===== src/rtl/core/tzmf_pkg.sv =====
// shared types and constants for the zone-gated median filter
// no dependencies; imported by every module under rtl/core
`timescale 1ns / 1ps

package tzmf_pkg;

  localparam int unsigned TARGETS_PER_ZONE = 4;
  localparam int unsigned ZONE_COUNT       = 64;
  localparam int unsigned SENSOR_COUNT     = 2;

  localparam int unsigned HIST_DEPTH       = 3;
  localparam int unsigned SLOTS_PER_SENSOR = ZONE_COUNT * TARGETS_PER_ZONE;
  localparam int unsigned ROWS             = SENSOR_COUNT * SLOTS_PER_SENSOR;
  localparam int unsigned ROW_W            = (ROWS > 1) ? $clog2(ROWS) : 1;
  localparam int unsigned SENSOR_W         = (SENSOR_COUNT > 1) ? $clog2(SENSOR_COUNT) : 1;

  localparam int unsigned QUEUE_DEPTH      = 4;

  localparam logic [7:0] STATUS_RANGE_OK   = 8'd5;
  localparam logic [7:0] STATUS_RANGE_WIDE = 8'd9;

  localparam int unsigned S_TDATA_W = 56;
  localparam int unsigned M_TDATA_W = 48;

  typedef struct packed {
    logic              sensor_sel;
    logic [5:0]        zone;
    logic [1:0]        target_slot;
    logic [2:0]        targets_found;
    logic [7:0]        status_code;
    logic signed [15:0] range_mm;
    logic [15:0]       sigma_mm;
    logic              frame_last;
  } item_t;

  // one classified request, as queued between front and back
  typedef struct packed {
    logic              in_range;
    logic [ROW_W-1:0]  row;
    logic [1:0]        col;
    logic [15:0]       wval;
    logic [15:0]       sigma;
    logic [7:0]        status;
    logic [2:0]        found;
    logic              last;
  } op_t;

  typedef struct packed {
    logic signed [15:0] filtered_distance;
    logic [15:0]        gated_sigma;
    logic [7:0]         gated_status;
    logic [2:0]         targets_out;
    logic               last_of_frame;
  } result_t;

endpackage


===== src/rtl/core/tzmf_front.sv =====
// front end: gates each slot, builds the history row address and tracks ring position
// uses tzmf_pkg
`timescale 1ns / 1ps

module tzmf_front
  import tzmf_pkg::*;
(
  input  logic  clk,
  input  logic  rst,
  input  logic  in_valid,
  output logic  in_ready,
  input  item_t item,
  input  logic  queue_full,
  input  logic  clearing,
  output logic  push,
  output op_t   op
);

  logic [1:0]          ring [SENSOR_COUNT];
  logic                sensor_ok;
  logic                zone_ok;
  logic                slot_ok;
  logic                gate_pass;
  logic [SENSOR_W-1:0] idx;
  logic [1:0]          pos;
  logic [1:0]          pos_next;

  assign sensor_ok = 32'(item.sensor_sel) < SENSOR_COUNT;
  assign zone_ok   = 32'(item.zone) < ZONE_COUNT;
  assign slot_ok   = 32'(item.target_slot) < TARGETS_PER_ZONE;

  assign gate_pass = (3'(item.target_slot) < item.targets_found)
                  && (item.status_code == STATUS_RANGE_OK
                      || item.status_code == STATUS_RANGE_WIDE);

  assign idx = sensor_ok ? SENSOR_W'(item.sensor_sel) : '0;

  always_comb begin
    pos = ring[idx];
    if (pos >= 2'(HIST_DEPTH)) begin
      pos = '0;
    end
    pos_next = (pos == 2'(HIST_DEPTH - 1)) ? '0 : pos + 2'd1;
  end

  assign in_ready = !queue_full && !clearing;
  assign push     = in_valid && in_ready;

  always_comb begin
    op.in_range = sensor_ok && zone_ok && slot_ok;
    op.row      = ROW_W'(32'(item.sensor_sel) * SLOTS_PER_SENSOR
                       + 32'(item.zone) * TARGETS_PER_ZONE
                       + 32'(item.target_slot));
    op.col      = pos;
    op.wval     = gate_pass ? item.range_mm : '0;
    op.sigma    = gate_pass ? item.sigma_mm : '0;
    op.status   = gate_pass ? item.status_code : '0;
    op.found    = item.targets_found;
    op.last     = item.frame_last;
  end

  // the last slot of a frame moves that sensor's ring column on
  always_ff @(posedge clk) begin
    if (rst) begin
      for (int i = 0; i < int'(SENSOR_COUNT); i++) begin
        ring[i] <= '0;
      end
    end else if (push && sensor_ok && item.frame_last) begin
      ring[idx] <= pos_next;
    end
  end

endmodule


===== config.mk =====
export PLATFORM = sky130hd
export DESIGN_NAME = tzmf_front
export DESIGN_NICKNAME = d
export VERILOG_FILES = /design/src/rtl/core/tzmf_pkg.sv /design/src/rtl/core/tzmf_front.sv
export SDC_FILE = /design/constraint.sdc
export NUM_CORES = 1
export LEC_CHECK = 0
export ABC_AREA = 1
export CAP_MARGIN = 30
export CORE_MARGIN = 5
export CORE_UTILIZATION = 55
export DETAILED_ROUTE_END_ITERATION = 6
export DONT_BUFFER_PORTS = 1
export MAX_ROUTING_LAYER = met4
export PLACE_DENSITY_LB_ADDON = 0.1
export SKIP_LAST_GASP = 1
export SYNTH_ARGS = -nofsm -noshare
export SYNTH_HDL_FRONTEND = slang
export SYNTH_SLANG_ARGS = --single-unit

===== constraint.sdc =====
create_clock -name clk -period 2.45 [get_ports clk]
set_input_delay 0.3675 -clock clk [delete_from_list [all_inputs] [get_ports clk]]
set_output_delay 0.3675 -clock clk [all_outputs]
set_load 0.02 [all_outputs]

==> qor.csv, run 1 <==
metric,value,unit
status,finished clean,
drc,0,
grt_max_degree,36,
hold_violations,0,
critPathKind,primary input to output port,
wl_per_cell,13.8,µm
grt_pass1_vias,701,
antenna_left,0,
fmax,490,MHz
rsz0062_at_grt,false,
ctsResizeCount,0,
clk_pin_slew,0.04,ns
first_iter_violations,6,
die_w,53.0,µm
drt_first_pass_iters,3,
p_clk_share,31.6,%
arrival,1.67,ns
rrSetupSlack,0.91,ns
internal-power,158,µW
htreeDepth,1,
largest_register_ffs,4,
cts_setup_buffers,0,
die_area,2810,µm²
grt_remaining_overflow,0,
cp.required,2.08,ns
yosysUniqueCellTypes,18,
clockBufferDepth,2,
fin_crit_sh,83.4,%
cts_hold_buf,0,
final_layout_size_suffix_gt1_share,38.8,%
timing.setup.tns,0,ns
hold_path_class,primary input to flip-flop,
comb_power_share,37.3,%
tightestPinTransition,0.545,ns
syn2layout_area_growth,-5.65,%
place_ws,0.413,ns
boundaryPins,116,
slew_headroom,63.7,%
start_util,58.4,%
timing.final.ws_setup,0.408,ns
antenna_found_initial,0,
leakage,0.000550,µW
cts_num_sinks,4,
routed_wl,2190,µm
cts_buffers,3,
std_cell_rows,15,
synth_cells,144,
clock_skew,0.00480,ns
switching_share,37.8,%
dp_hpwl,1940,µm
maxCapViolations,0,
ir_worst_vdd,0.209,mV
critPathCaptureType,output port,
cts-root-buf,clkbuf_4,
finalWeightedCongestion,0.866,
drv_slew,0,
syn-cell-area,1020,µm²
p_sw,95.6,µW
core-area,1750,µm²
path_max_fanout,26,
vias_per_cell,4.92,
power.density,263,nW/µm²
dr_total_vias,783,
port_buffers,0,
ys_warn_count,0,
start_kind,primary input,
yosysSeqAreaShare,11.8,%
insertedDiodeCount,0,
grt_pass1_wl,2890,µm
largest-register,ring,
top_regs,ring: 4 flops,
ys_seq_elements,4,
nets,197,
setup_viol,0,
grt.total_usage,14.2,%
min_period,2.04,ns
postSynthAreaPerCell,7.07,µm²
cts_tree,built,
clock_latency,0.23,ns
pwr-share-seq,31.2,%
die_h,53.0,µm
[final cells by class]
type,instances,area [µm²]
Inverter,47,176
Clock buffer,3,22.5
Sequential cell,4,120
Multi-Input combinational cell,71,531
Tap cell,25,31.3
Timing Repair Buffer,9,80.1
Fill cell,185,785
[final timing paths]
check / depth (start not counted) / to / startpoint
min reg2reg: 5 / ring[0][0] / ring[0][1]
max: 9 / op[19] / item[42]
max reg2reg: 6 / ring[0][1] / ring[1][0]
min: 2 / ring[0][0] / rst
[synthesized netlist by cell type (all sizes together)]
master	number	area, µm²
ha	3	37.5
or2	2	12.5
nor3b	1	12.5
nand4	2	12.5
nand3	1	17.5
buf	26	206
conb	2	7.51
inv	47	176
nor3	34	315
nor2	9	41.3
edfxtp	4	120
o21ai	2	10.0
nand2	11	48.8
[layer usage]
layer / wire (µm) / global-route usage (%)
met5: 0 / -
met4: 45 / 7.66
met3: 255 / 4.23
met2: 1200 / 27.3
met1: 689 / 12.0
[layout by cell type, fill, tap and decap left out]
cell,n
inv_2,3
buf_4,8
nor3_2,29
nor3_1,5
nand2_1,8
edfxtp_1,4
o21ai_0,2
nand3_4,1
ha_1,3
or2_2,2
clkbuf_4,3
nor2_1,8
buf_12,1
nor2_4,1
nand2_2,3
nand4_1,2
conb_1,6
nor3b_2,1
inv_1,44
[cells by family after synthesis]
family                     share of synthesized area [%]
AOI/OAI and AO/OA                                  0.983
other                                              0.737
buffers and inverters                               37.6
and+or+nand+nor                                     45.2
adders and majority gates                           3.69
DFF                                                 11.8
[through the flow]
stage	util, %	hold WS, ns	cells	area, µm²	power (µW)
finish	55.1	0.417	159	961	253
global route	55.1	0.436	159	961	273
CTS	55.1	0.416	159	961	255
detailed placement	53.8	0.655	156	938	174
global placement	53.8	0.644	156	938	172
floorplan	-	0.627	148	1030	203
[worst max-delay path, stage by stage]
cell and delay [ns]:
inv_1 0.02, ha_1 0.27, inv_1 0.05, nor2_1 0.04
nand2_1 0.07, nand2_2 0.18, buf_12 0.24, nor3_1 0.23
buf_4 0.20
[power by group through the flow]
| stage | Sequential [µW] | Combinational, µW | Clock [µW] |
|---|---|---|---|
| after CTS | 79.0 | 95.0 | 81.5 |
| after detailed placement | 79.9 | 94.4 | 0 |
| after global routing | 79.0 | 105 | 88.9 |
| after global placement | 79.8 | 92.2 | 0 |
| final | 78.9 | 94.4 | 79.9 |
| after floorplan | 79.6 | 123 | 0 |
Note: power is estimated with default switching activity, not from simulation.
==> inputs of run 2 (changes only) <==
Settings changed: ABC_AREA 1 to 0.
Clock period 2.45 ns to 2 ns, I/O delays scaled along.
==> run 2 against run 1 <==
Cell area rose by 3.5%. Critical path depth down 3. Highest routed layer unchanged. Sequential cell count did not move. Sequential power is 23% higher. Critical endpoint is now op[35]. Critical path type unchanged. Register-to-register slack lost 0.30 ns. Area after synthesis shrank 17%.
==> qor.csv, run 2 <==
metric,value,unit
dp_hpwl,2040,µm
final_layout_size_suffix_gt1_share,35.6,%
rrSetupSlack,0.61,ns
multi_input_area,532,µm²
drv_slew,0,
finalPower,307,µW
ys_warn_count,0,
ir_worst_vdd,0.209,mV
fin_crit_sh,92.1,%
timing.final.ws_setup,0.158,ns
die_w,49.2,µm
largest_register_ffs,4,
dp_cells,159,
nets,209,
hp-start,rst,
setup_viol,0,
die_area,2420,µm²
clock_skew,0.000512,ns
hold_end,ring[0][1],
die_h,49.2,µm
cts_tree,built,
dr_total_vias,869,
seq_area,120,µm²
cts-root-buf,clkbuf_4,
tightestPinTransition,0.652,ns
yosysMostFrequentCell,nand2_1,
async_flop_share,0,%
drc,0,
yosysUniqueCellTypes,25,
boundaryPins,116,
std_cell_rows,14,
syn2layout_area_growth,17.8,%
reg2regPathDepth,4,
synth-main-ff-cell,edfxtp_1,
drt_first_pass_iters,4,
synth_edf_count,4,
timing.rr.end,ring[1][1],
grt_max_degree,24,
clockBufferDepth,2,
antenna_left,0,
slew_headroom,56.5,%
place_ws,0.128,ns
clk_pin_slew,0.04,ns
cts_hold_buf,0,
cp.required,1.70,ns
layout_common_cells,"buf_4 (38), nand2_1 (33), nor2_1 (17), nor3_1 (15), conb_1 (6)",
syn-cell-area,845,µm²
insertedDiodeCount,0,
start_util,56.7,%
yosys-top-cells-area,"buf_4 (18%), nand2_1 (15%), edfxtp_1 (14%)",
top_regs,ring: 4 flops,
synthTopCellsByCount,"nand2_1 (33), buf_4 (20), nor2_1 (17)",
grt_pass1_wl,3730,µm
synth_cells,127,
vias_per_cell,5.36,
critPathKind,primary input to output port,
power.density,309,nW/µm²
utilization,66.8,%
clock_latency,0.23,ns
fillCellCount,133,
core-area,1490,µm²
ys_seq_elements,4,
grt_pass1_vias,868,
fmax,543,MHz
min_path_cells,1,
cts_buffers,3,
maxCapViolations,0,
min_period,1.84,ns
grt.total_usage,19.0,%
port_buffers,0,
r2r_start,ring[1][0],
hold_path_class,primary input to flip-flop,
routed_wl,2390,µm
path_max_fanout,17,
final-instance-count-excl-fill,162,
timing.setup.tns,0,ns
leakage,0.000491,µW
htreeDepth,1,
cts_num_sinks,4,
arrival,1.54,ns
cp-startpoint,item[42],
hold_violations,0,
synth_top_area_share,17.8,%
finalWeightedCongestion,0.800,
start_kind,primary input,
largest-register,ring,
synth_top_area_cell,buf_4,
mostFrequentLayoutCell,buf_4,
antenna_found_initial,0,
grt_remaining_overflow,0,
first_iter_violations,5,
postSynthAreaPerCell,6.65,µm²
wl_per_cell,14.7,µm
yosysSeqAreaShare,14.2,%
status,finished clean,
rsz0062_at_grt,false,
critPathCaptureType,output port,
run 2: timing repair:
action	CTS	global route
setup buffers	0	0
resized for setup	0	1
endpoints found under the setup margin	0	1
run 2: layout make-up:
| class | instances | share of cell area [%] |
|---|---|---|
| Clock buffer | 3 | 2.26 |
| Sequential cell | 4 | 12.1 |
| Multi-Input combinational cell | 97 | 53.5 |
| Tap cell | 16 | 2.01 |
| Timing Repair Buffer | 38 | 28.7 |
| Inverter | 4 | 1.51 |
run 2: how the worst max path moves through the flow:
stage / to / slack, ns / cells past startpoint
global route: op[34] / 0.04 / 6
global placement: op[6] / 0.20 / 6
detailed placement: op[6] / 0.13 / 6
CTS: op[6] / 0.12 / 6
floorplan: op[14] / 0.04 / 6
finish: op[35] / 0.16 / 6
run 2: layer usage:
layer	wire length (µm)	vias to the layer above	global-route usage, %
li1	-	420	-
met1	756	378	17.6
met2	1240	63	34.1
met3	343	8	7.34
met4	46	0	7.62
met5	0	-	-
run 2: cell families (layout without fill, tap and decap cells):
group	count (synthesis)	count (layout)	share of synthesized area, %
other cells	2	6	0.889
fa+ha+maj	3	3	4.44
buf+inv	30	45	25.9
flops	4	4	14.2
simple gates	83	83	47.9
compound gates	2	2	2.37
mux	2	2	2.37
xor+xnor	1	1	1.93
run 2: worst max-delay path, stage by stage:
cell and delay (ns):
inv_1 0.02, ha_1 0.26, o21bai_1 0.11, nor2_2 0.52, nor3_1 0.14, buf_4 0.19
run 2: report_power, final:
| group | switching (µW) | internal [µW] | total [µW] |
|---|---|---|---|
| combinational | 76.5 | 37.7 | 114 |
| sequential | 1.06 | 96.0 | 97.1 |
| clock | 29.2 | 66.9 | 96.1 |
| total | 107 | 201 | 307 |
run 2: stage by stage:
stage	instance area [µm²]	hold slack [ns]
2_1_floorplan	866	0.520
3_3_place_gp	967	0.522
3_5_place_dp	967	0.533
4_1_cts	990	0.295
5_1_grt	995	0.299
6_report	995	0.299
