===== config.mk =====
export PLATFORM = sky130hd
export DESIGN_NAME = tzmf_queue
export DESIGN_NICKNAME = d
export VERILOG_FILES = /design/src/rtl/core/tzmf_pkg.sv /design/src/rtl/core/tzmf_queue.sv
export SDC_FILE = /design/constraint.sdc
export NUM_CORES = 1
export LEC_CHECK = 0
export BUFFER_PORTS_ARGS = -buffer_cell sky130_fd_sc_hd__buf_2
export CORE_MARGIN = 3
export CORE_UTILIZATION = 30
export CTS_CLUSTER_DIAMETER = 120
export DETAILED_ROUTE_END_ITERATION = 10
export PLACE_DENSITY = 0.45
export REMOVE_ABC_BUFFERS = 1
export SYNTH_ARGS = -nofsm -noshare
export SYNTH_HDL_FRONTEND = slang
export SYNTH_SLANG_ARGS = --single-unit

===== constraint.sdc =====
create_clock -name clk -period 4.77 [get_ports clk]
set_input_delay 0.2385 -clock clk [delete_from_list [all_inputs] [get_ports clk]]
set_output_delay 0.2385 -clock clk [all_outputs]
set_load 0.02 [all_outputs]

===== src/rtl/core/tzmf_pkg.sv =====
// shared types and constants for the zone-gated median filter
// no dependencies; imported by every module under rtl/core
`timescale 1ns / 1ps

package tzmf_pkg;

  localparam int unsigned TARGETS_PER_ZONE = 4;
  localparam int unsigned ZONE_COUNT       = 64;
  localparam int unsigned SENSOR_COUNT     = 2;

  localparam int unsigned HIST_DEPTH       = 3;
  localparam int unsigned SLOTS_PER_SENSOR = ZONE_COUNT * TARGETS_PER_ZONE;
  localparam int unsigned ROWS             = SENSOR_COUNT * SLOTS_PER_SENSOR;
  localparam int unsigned ROW_W            = (ROWS > 1) ? $clog2(ROWS) : 1;
  localparam int unsigned SENSOR_W         = (SENSOR_COUNT > 1) ? $clog2(SENSOR_COUNT) : 1;

  localparam int unsigned QUEUE_DEPTH      = 4;

  localparam logic [7:0] STATUS_RANGE_OK   = 8'd5;
  localparam logic [7:0] STATUS_RANGE_WIDE = 8'd9;

  localparam int unsigned S_TDATA_W = 56;
  localparam int unsigned M_TDATA_W = 48;

  typedef struct packed {
    logic              sensor_sel;
    logic [5:0]        zone;
    logic [1:0]        target_slot;
    logic [2:0]        targets_found;
    logic [7:0]        status_code;
    logic signed [15:0] range_mm;
    logic [15:0]       sigma_mm;
    logic              frame_last;
  } item_t;

  // one classified request, as queued between front and back
  typedef struct packed {
    logic              in_range;
    logic [ROW_W-1:0]  row;
    logic [1:0]        col;
    logic [15:0]       wval;
    logic [15:0]       sigma;
    logic [7:0]        status;
    logic [2:0]        found;
    logic              last;
  } op_t;

  typedef struct packed {
    logic signed [15:0] filtered_distance;
    logic [15:0]        gated_sigma;
    logic [7:0]         gated_status;
    logic [2:0]         targets_out;
    logic               last_of_frame;
  } result_t;

endpackage


===== src/rtl/core/tzmf_queue.sv =====
// short request queue between the front end and the history back end
// uses tzmf_pkg
`timescale 1ns / 1ps

module tzmf_queue
  import tzmf_pkg::*;
(
  input  logic clk,
  input  logic rst,
  input  logic push,
  input  op_t  push_op,
  output logic full,
  input  logic pop,
  output logic not_empty,
  output op_t  head
);

  localparam int unsigned PTR_W = $clog2(QUEUE_DEPTH);
  localparam int unsigned CNT_W = $clog2(QUEUE_DEPTH + 1);

  op_t              entries [QUEUE_DEPTH];
  logic [PTR_W-1:0] wr_ptr;
  logic [PTR_W-1:0] rd_ptr;
  logic [CNT_W-1:0] count;

  assign full      = count == CNT_W'(QUEUE_DEPTH);
  assign not_empty = count != '0;
  assign head      = entries[rd_ptr];

  always_ff @(posedge clk) begin
    if (push) begin
      entries[wr_ptr] <= push_op;
    end
  end

  always_ff @(posedge clk) begin
    if (rst) begin
      wr_ptr <= '0;
      rd_ptr <= '0;
      count  <= '0;
    end else begin
      if (push) begin
        wr_ptr <= (wr_ptr == PTR_W'(QUEUE_DEPTH - 1)) ? '0 : wr_ptr + 1'b1;
      end
      if (pop) begin
        rd_ptr <= (rd_ptr == PTR_W'(QUEUE_DEPTH - 1)) ? '0 : rd_ptr + 1'b1;
      end
      case ({push, pop})
        2'b10:   count <= count + 1'b1;
        2'b01:   count <= count - 1'b1;
        default: count <= count;
      endcase
    end
  end

  a_no_overflow: assert property (@(posedge clk) disable iff (rst) !(push && full))
    else $error("request pushed into a full queue");
  a_no_underflow: assert property (@(posedge clk) disable iff (rst) !(pop && !not_empty))
    else $error("request popped from an empty queue");
  a_count_up: assert property (@(posedge clk) disable iff (rst)
    push && !pop |=> count == $past(count) + 1'b1)
    else $error("queue count lost a push");

endmodule


==> results of run 1 <==
## worst max-delay path, cell delays in order (launching register included)
cell and delay [ns]:
dfxtp_4 0.98, buf_4 0.42, mux4_2 0.55, buf_2 0.18
## what timing repair did
item,4_1_cts,5_1_grt
gates resized for setup,0,0
setup buffers,0,0
hold endpoints to repair,233,0
hold buffers,57,0
## worst max-delay path by stage
stage | to | cells past startpoint | slack [ns] | start
2_1_floorplan | head[0] | 1 | 1.40 | flip-flop
3_3_place_gp | head[24] | 3 | 2.28 | flip-flop
3_5_place_dp | head[44] | 3 | 2.26 | flip-flop
4_1_cts | head[44] | 3 | 1.70 | flip-flop
5_1_grt | head[32] | 3 | 1.59 | flip-flop
6_report | head[44] | 3 | 1.87 | flip-flop
## registers in the layout, summed over array words and instances (netlist names), named ones only
signal	count
count	3
entries	224
rd_ptr	2
wr_ptr	2
## placed cells by master (no fill, tap or decap), drive strengths merged
master	synthesis	routed
mux4	56	56
clkbuf	1	31
ha	6	6
nor3b	3	3
buf	11	118
and2	4	4
a21oi	3	3
fa	1	1
dfxtp	9	9
bufinv	0	3
o21ai	1	1
nor2	6	6
edfxtp	224	224
dlygate4sd3	0	57
clkinv	0	13
inv	4	4
xor2	1	1
mux2i	3	3
xnor2	1	1
or3	2	2
## metal layers
metal  vias to the layer above  GRT usage, %  wire [um]
li1                       1814             -          -
met1                      2038          14.5       7190
met2                        98          17.4       7890
met3                        26          3.24       1030
met4                         2          2.99        324
met5                         -             0         13
## report_power, final
part | internal, uW | switching (uW)
Sequential | 2330 | 53.0
Clock | 1190 | 755
Combinational | 194 | 226
## cell type report
| cell class | count | share of cell area, % |
|---|---|---|
| timing repair buffer | 175 | 10.6 |
| tap | 378 | 4.33 |
| multi-input combinational | 87 | 13.9 |
| sequential | 233 | 63.3 |
| inverter | 4 | 0.137 |
| clock inverter | 16 | 1.42 |
| clock buffer | 31 | 6.32 |
## cell families after synthesis
| group | after synthesis |
|---|---|
| AND/OR/NAND/NOR | 15 |
| XOR/XNOR | 2 |
| AO/OA/AOI/OAI | 4 |
| buffers and inverters | 16 |
| adder cells (fa/ha/maj) | 7 |
| flip-flops | 233 |
| multiplexers | 59 |
## through the flow
step | setup WS, ns | util [%] | std cells | area [um2]
2_1_floorplan | 1.40 | - | 324 | 8430
3_3_place_gp | 2.28 | 34.1 | 820 | 9510
3_5_place_dp | 2.26 | 34.1 | 820 | 9510
4_1_cts | 1.70 | 39.1 | 924 | 10900
5_1_grt | 1.59 | 39.1 | 924 | 10900
6_report | 1.87 | 39.1 | 924 | 10900
==> summary.md, run 1 <==
| Metric | Value |
|---|---|
| Worst Min Path Start | `pop` |
| Post-Synth Simple-Gate Area | `0.965%` |
| Reg clk slew, reported paths | `0.06 ns` |
| Root buf cell | `clkbuf_16` |
| Power per cell area | `435 nW/um2` |
| CP Max Fanout | `44` |
| Post-Syn Area | `8560 um2` |
| Area contributors post-synth | `edfxtp_1, mux4_2, dfxtp_1, buf_12, ha_1` |
| Reg area | `6910 um2` |
| Die Ht | `175 um` |
| Clk_lat worst skew | `0.51 ns` |
| Top Ports | `118` |
| Headroom to the max-slew limit | `36.5%` |
| Area Overhead vs Synth | `27.7%` |
| Syn Inst Count | `336` |
| Total track usage | `10.8%` |
| IO Port Bufs | `117` |
| Core area | `27900 um2` |
| Layout cells sized above 1 | `39.7%` |
| Max Freq | `345 MHz` |
| Detail-routed via count per cell | `4.31` |
| Most frequent cells after synthesis | `edfxtp_1, mux4_2, dfxtp_1` |
| XOR/XNOR Fraction of Synth Area | `0.205%` |
| Setup-failing EPs final | `0` |
| Cell taking the most area after synthesis | `edfxtp_1` |
| WS Path Type | `reg2out` |
| Yosys top cell area share | `78.6%` |
| Filler Cells Inserted | `2571` |
| CP Data Arrival Time | `2.66 ns` |
| Final min period | `2.90 ns` |
| Worst r2r dst | `entries[3][55]` |
| R2r worst-path depth | `2` |
| Slew @ Worst Pin | `0.953 ns` |
| Compound-gate portion of the synthesized area | `0.234%` |
| Synth Flop Type | `edfxtp_1` |
| Sequential area share after synthesis | `80.7%` |
| Hold Slack | `0.0743 ns` |
| Total number of vias | `3978` |
| Gp weighted congestion | `0.688` |
| Rows | `61` |
| Hold Crit Depth | `3` |
| Hold EP | `rd_ptr[1]` |
| CTS tree | `built` |
| Critical Path End Type | `output pin` |
| Vias in the first global route | `4417` |
| RSZ-0062 raised after global routing | `no` |
| Most common cell in the netlist | `edfxtp_1` |
| Fin nets | `594` |
| Worst EP required | `4.53 ns` |
| EDFF count, synth | `224` |
| Antenna violations before repair | `1` |
| Final ANT Viol Nets | `0` |
| Total power | `4750 uW` |
| Clock sinks | `233` |
| Pre-Repair DR Iteration Count | `4` |
| Bufs on Longest Clock Path | `3` |
| Largest family of logic cells by synthesized area | `multiplexers` |
| Slew Limit Fails | `0` |
| Final Hold Vio Count | `0` |
| Outcome | `finished clean` |
| Global-route wire length before repair | `25600 um` |
| R2R Setup Slk | `2.98 ns` |
| Period utilisation layout | `60.8%` |
| Fraction of registers with async set/reset | `0%` |
| CP Launch Type | `flip-flop` |
| Origin of the critical flop-to-flop path | `wr_ptr[0]` |
| Ys Warns | `0` |
| DRT Wirelength | `16400 um` |
| Number of synthesized register bits | `233` |
| Synth Area in Adders | `1.11%` |
| Setup TNS | `0 ns` |
| Die Wd | `175 um` |
| Distinct cells, synth | `20` |
| CTS Buf Count | `26` |
| Worst vdd ir | `0.205 mV` |
| Area of the die | `30600 um2` |
| Post-synthesis mux area share | `15.1%` |
| HP Class | `in2reg` |
| Area of the multi-input gates | `1520 um2` |
| Clock skew | `0.00958 ns` |
| DRT iter0 DRCs | `197` |
| MaxCap Viol Count | `0` |
| Avg Inst Size Synth | `25.5 um2` |
| Grt ovf | `0` |
| LEAKAGE | `0.00370 uW` |
| Drt wl/cell | `17.8 um` |
| DR DRC count | `0` |
| Htree depth | `1` |
| Largest net degree at the start of global routing | `57` |
| Initial Utilization | `30.6%` |
| Antenna cells | `0` |
Power figures use the tool's default switching activity.
==> run 2, diff against run 1 <==
PLACE_DENSITY = 0.47   (was 0.45)
clock period = 2.3 ns   (was 4.77 ns; I/O delays follow)
==> summary.md, run 2 (same netlist as run 1, synthesis figures left out) <==
| Metric | Value |
|---|---|
| Worst path cell trace | `buf_12 -> mux4_2 -> buf_2` |
| Setup TNS | `0 ns (unchanged)` |
| CP Max Fanout | `24 (-45%)` |
| Drt wl/cell | `18.3 um (+2.6%)` |
| Largest net degree at the start of global routing | `40 (-30%)` |
| Area of the die | `30600 um2 (unchanged)` |
| CTS Buf Count | `25 (-3.8%)` |
| Reg clk slew, reported paths | `0.06 ns (about the same)` |
| Total number of vias | `4133 (+3.9%)` |
| Total power | `9320 uW (+96%)` |
| Max reg flops | `224 (unchanged)` |
| WS Path Type | `reg2out` |
| Root buf cell | `clkbuf_16` |
| Area Overhead vs Synth | `28.5%` |
| Htree depth | `1 (unchanged)` |
| Top flop regs | `entries (224), count (3)` |
| Internal power | `7260 uW (+95%)` |
| Fin nets | `606 (+2.0%)` |
| CTS tree | `built` |
| Final Hold Vio Count | `0 (unchanged)` |
| Leading cell type in the layout, fill and taps excluded | `edfxtp_1` |
| Sequential Power Share | `52.6% (+2.4 points)` |
| Biggest register | `entries` |
| Hold Crit Depth | `2 (-1)` |
| Net Switching | `2060 uW (+99%)` |
| CP Data Arrival Time | `2.06 ns (-0.60 ns)` |
| CP delay by family, top | `multiplexers` |
| DRT Wirelength | `17100 um (+3.7%)` |
| Clk_lat worst skew | `0.51 ns (about the same)` |
| Core area | `27900 um2 (unchanged)` |
| Pre-Repair DR Iteration Count | `4 (unchanged)` |
| Headroom to the max-slew limit | `68.6% (+32 points)` |
| Slew Limit Fails | `0 (unchanged)` |
| Post-DP HPWL | `10300 um` |
| Antenna cells | `0 (unchanged)` |
| Clock sinks | `233 (unchanged)` |
| Clock skew | `0.0125 ns (+0.00295 ns)` |
| Filler Cells Inserted | `2570 (-0.039%)` |
| Power per cell area | `848 nW/um2 (+95%)` |
| Worst path slowest cell | `mux4_2` |
| Die Wd | `175 um (unchanged)` |
| Bufs on Longest Clock Path | `3 (unchanged)` |
| Final ANT Viol Nets | `0 (unchanged)` |
| Initial Utilization | `30.6% (unchanged)` |
| Post-DP Area | `9690 um2 (+1.9%)` |
| Hold EP | `entries[2][38]` |
| HP Class | `in2reg` |
| RSZ-0062 raised after global routing | `no` |
| R2R Setup Slk | `0.69 ns (-2.29 ns)` |
| CP Launch Type | `flip-flop` |
| Clock network power share | `37.1% (-3.8 points)` |
| Total track usage | `11.1% (+0.30 points)` |
| Period utilisation layout | `94.5%` |
| Critical Path End Type | `output pin` |
| Origin of the critical flop-to-flop path | `wr_ptr[0]` |
| Worst Min Path Start | `push_op[38]` |
| Setup-failing EPs final | `0 (unchanged)` |
| Combinational Power Share | `10.3% (+1.5 points)` |
| Vias in the first global route | `4514 (+2.2%)` |
| Top Ports | `118 (unchanged)` |
| Antenna violations before repair | `0 (-1)` |
| Sw frac | `22.1% (+0.30 points)` |
| Global-route wire length before repair | `26400 um (+3.0%)` |
| CP peak stage delay | `0.55 ns (-0.43 ns)` |
| Grt ovf | `0 (unchanged)` |
| Detail-routed via count per cell | `4.43 (+2.8%)` |
| Final instance area | `11000 um2 (+0.59%)` |
| MaxCap Viol Count | `0 (unchanged)` |
| DR DRC count | `0 (unchanged)` |
| Die Ht | `175 um (unchanged)` |
| Outcome | `finished clean` |
| Max Freq | `460 MHz` |
| LEAKAGE | `0.00372 uW (+0.52%)` |
| Slew @ Worst Pin | `0.471 ns (-0.482 ns)` |
| Rows | `61 (unchanged)` |
| DRT iter0 DRCs | `203 (+3.0%)` |
| Commonest non-fill, non-tap cells in the layout | `edfxtp_1, buf_2, dlygate4sd3_1, mux4_2, clkbuf_16` |
| R2r worst-path depth | `3 (+1)` |
| IO Port Bufs | `117 (unchanged)` |
| Worst r2r dst | `entries[3][1]` |
| Worst vdd ir | `0.524 mV (+160%)` |
| CP Buf/Inv Count | `2 (unchanged)` |
| Layout cells sized above 1 | `39.4% (-0.36 points)` |
| Worst EP required | `2.18 ns (-2.35 ns)` |
| Gp weighted congestion | `0.653 (-5.1%)` |
| Final min period | `2.17 ns` |
[run 2: cell types whose count changed in the layout (fill, tap and decap cells not counted)]
cell and change:
clkinv_2 -2, buf_4 +3, clkinv_4 -2, clkbuf_16 -2, bufinv_16 -3, clkbuf_1 +6
dlygate4sd3_1 +2, buf_16 +1, buf_12 +7
[run 2: how the worst max path moves through the flow]
stage / to / slack [ns] / cells past startpoint
2_1_floorplan: head[0] / -0.95 / 1
3_5_place_dp: head[3] / 0.62 / 3
5_1_grt: head[50] / 0.005 / 3
3_3_place_gp: head[31] / 0.63 / 3
6_report: head[31] / 0.13 / 3
4_1_cts: head[50] / 0.05 / 3
[run 2: per-stage QoR]
step / setup WS [ns] / util (%) / std cells / hold slack, ns
floorplan: -0.948 / - / 324 / 0.184
global placement: 0.625 / 34.7 / 831 / 0.325
global route: 0.00506 / 39.4 / 934 / 0.338
CTS: 0.0485 / 39.3 / 934 / 0.323
detailed placement: 0.617 / 34.7 / 831 / 0.333
finish: 0.128 / 39.4 / 934 / 0.356
[run 2: power groups by stage]
stage               Combinational [uW]  Clock [uW]  Sequential (uW)
floorplan                          500           0             5010
global route                      1040        3790             4920
detailed placement                 905           0             5000
CTS                                988        3620             4910
global placement                   890           0             4990
finish                             961        3450             4900
[run 2: cell type report]
cell class | instances | area (um2) | area share, %
flip-flops and latches | 233 | 6910 | 62.9
multi-input cells | 87 | 1520 | 13.8
repair buffers | 188 | 1370 | 12.5
clock buffers | 35 | 663 | 6.03
well taps | 378 | 473 | 4.30
clock inverters | 9 | 37.5 | 0.341
inverters | 4 | 15.0 | 0.137
[run 2: routing by layer]
layer / track usage [%] / up-vias / part of all wire [%]
li1: - / 1834 / -
met1: 14.9 / 2155 / 44
met2: 18.4 / 111 / 48
met3: 2.69 / 33 / 5.5
met4: 2.89 / 0 / 2.3
met5: 0 / - / 0
[run 2: timing repair]
| item | CTS | global route |
|---|---|---|
| setup buffers | 0 | 0 |
| hold endpoints to repair | 233 | 0 |
| hold buffers | 59 | 0 |
| resized for setup | 0 | 1 |
| endpoints found under the setup margin | 0 | 1 |
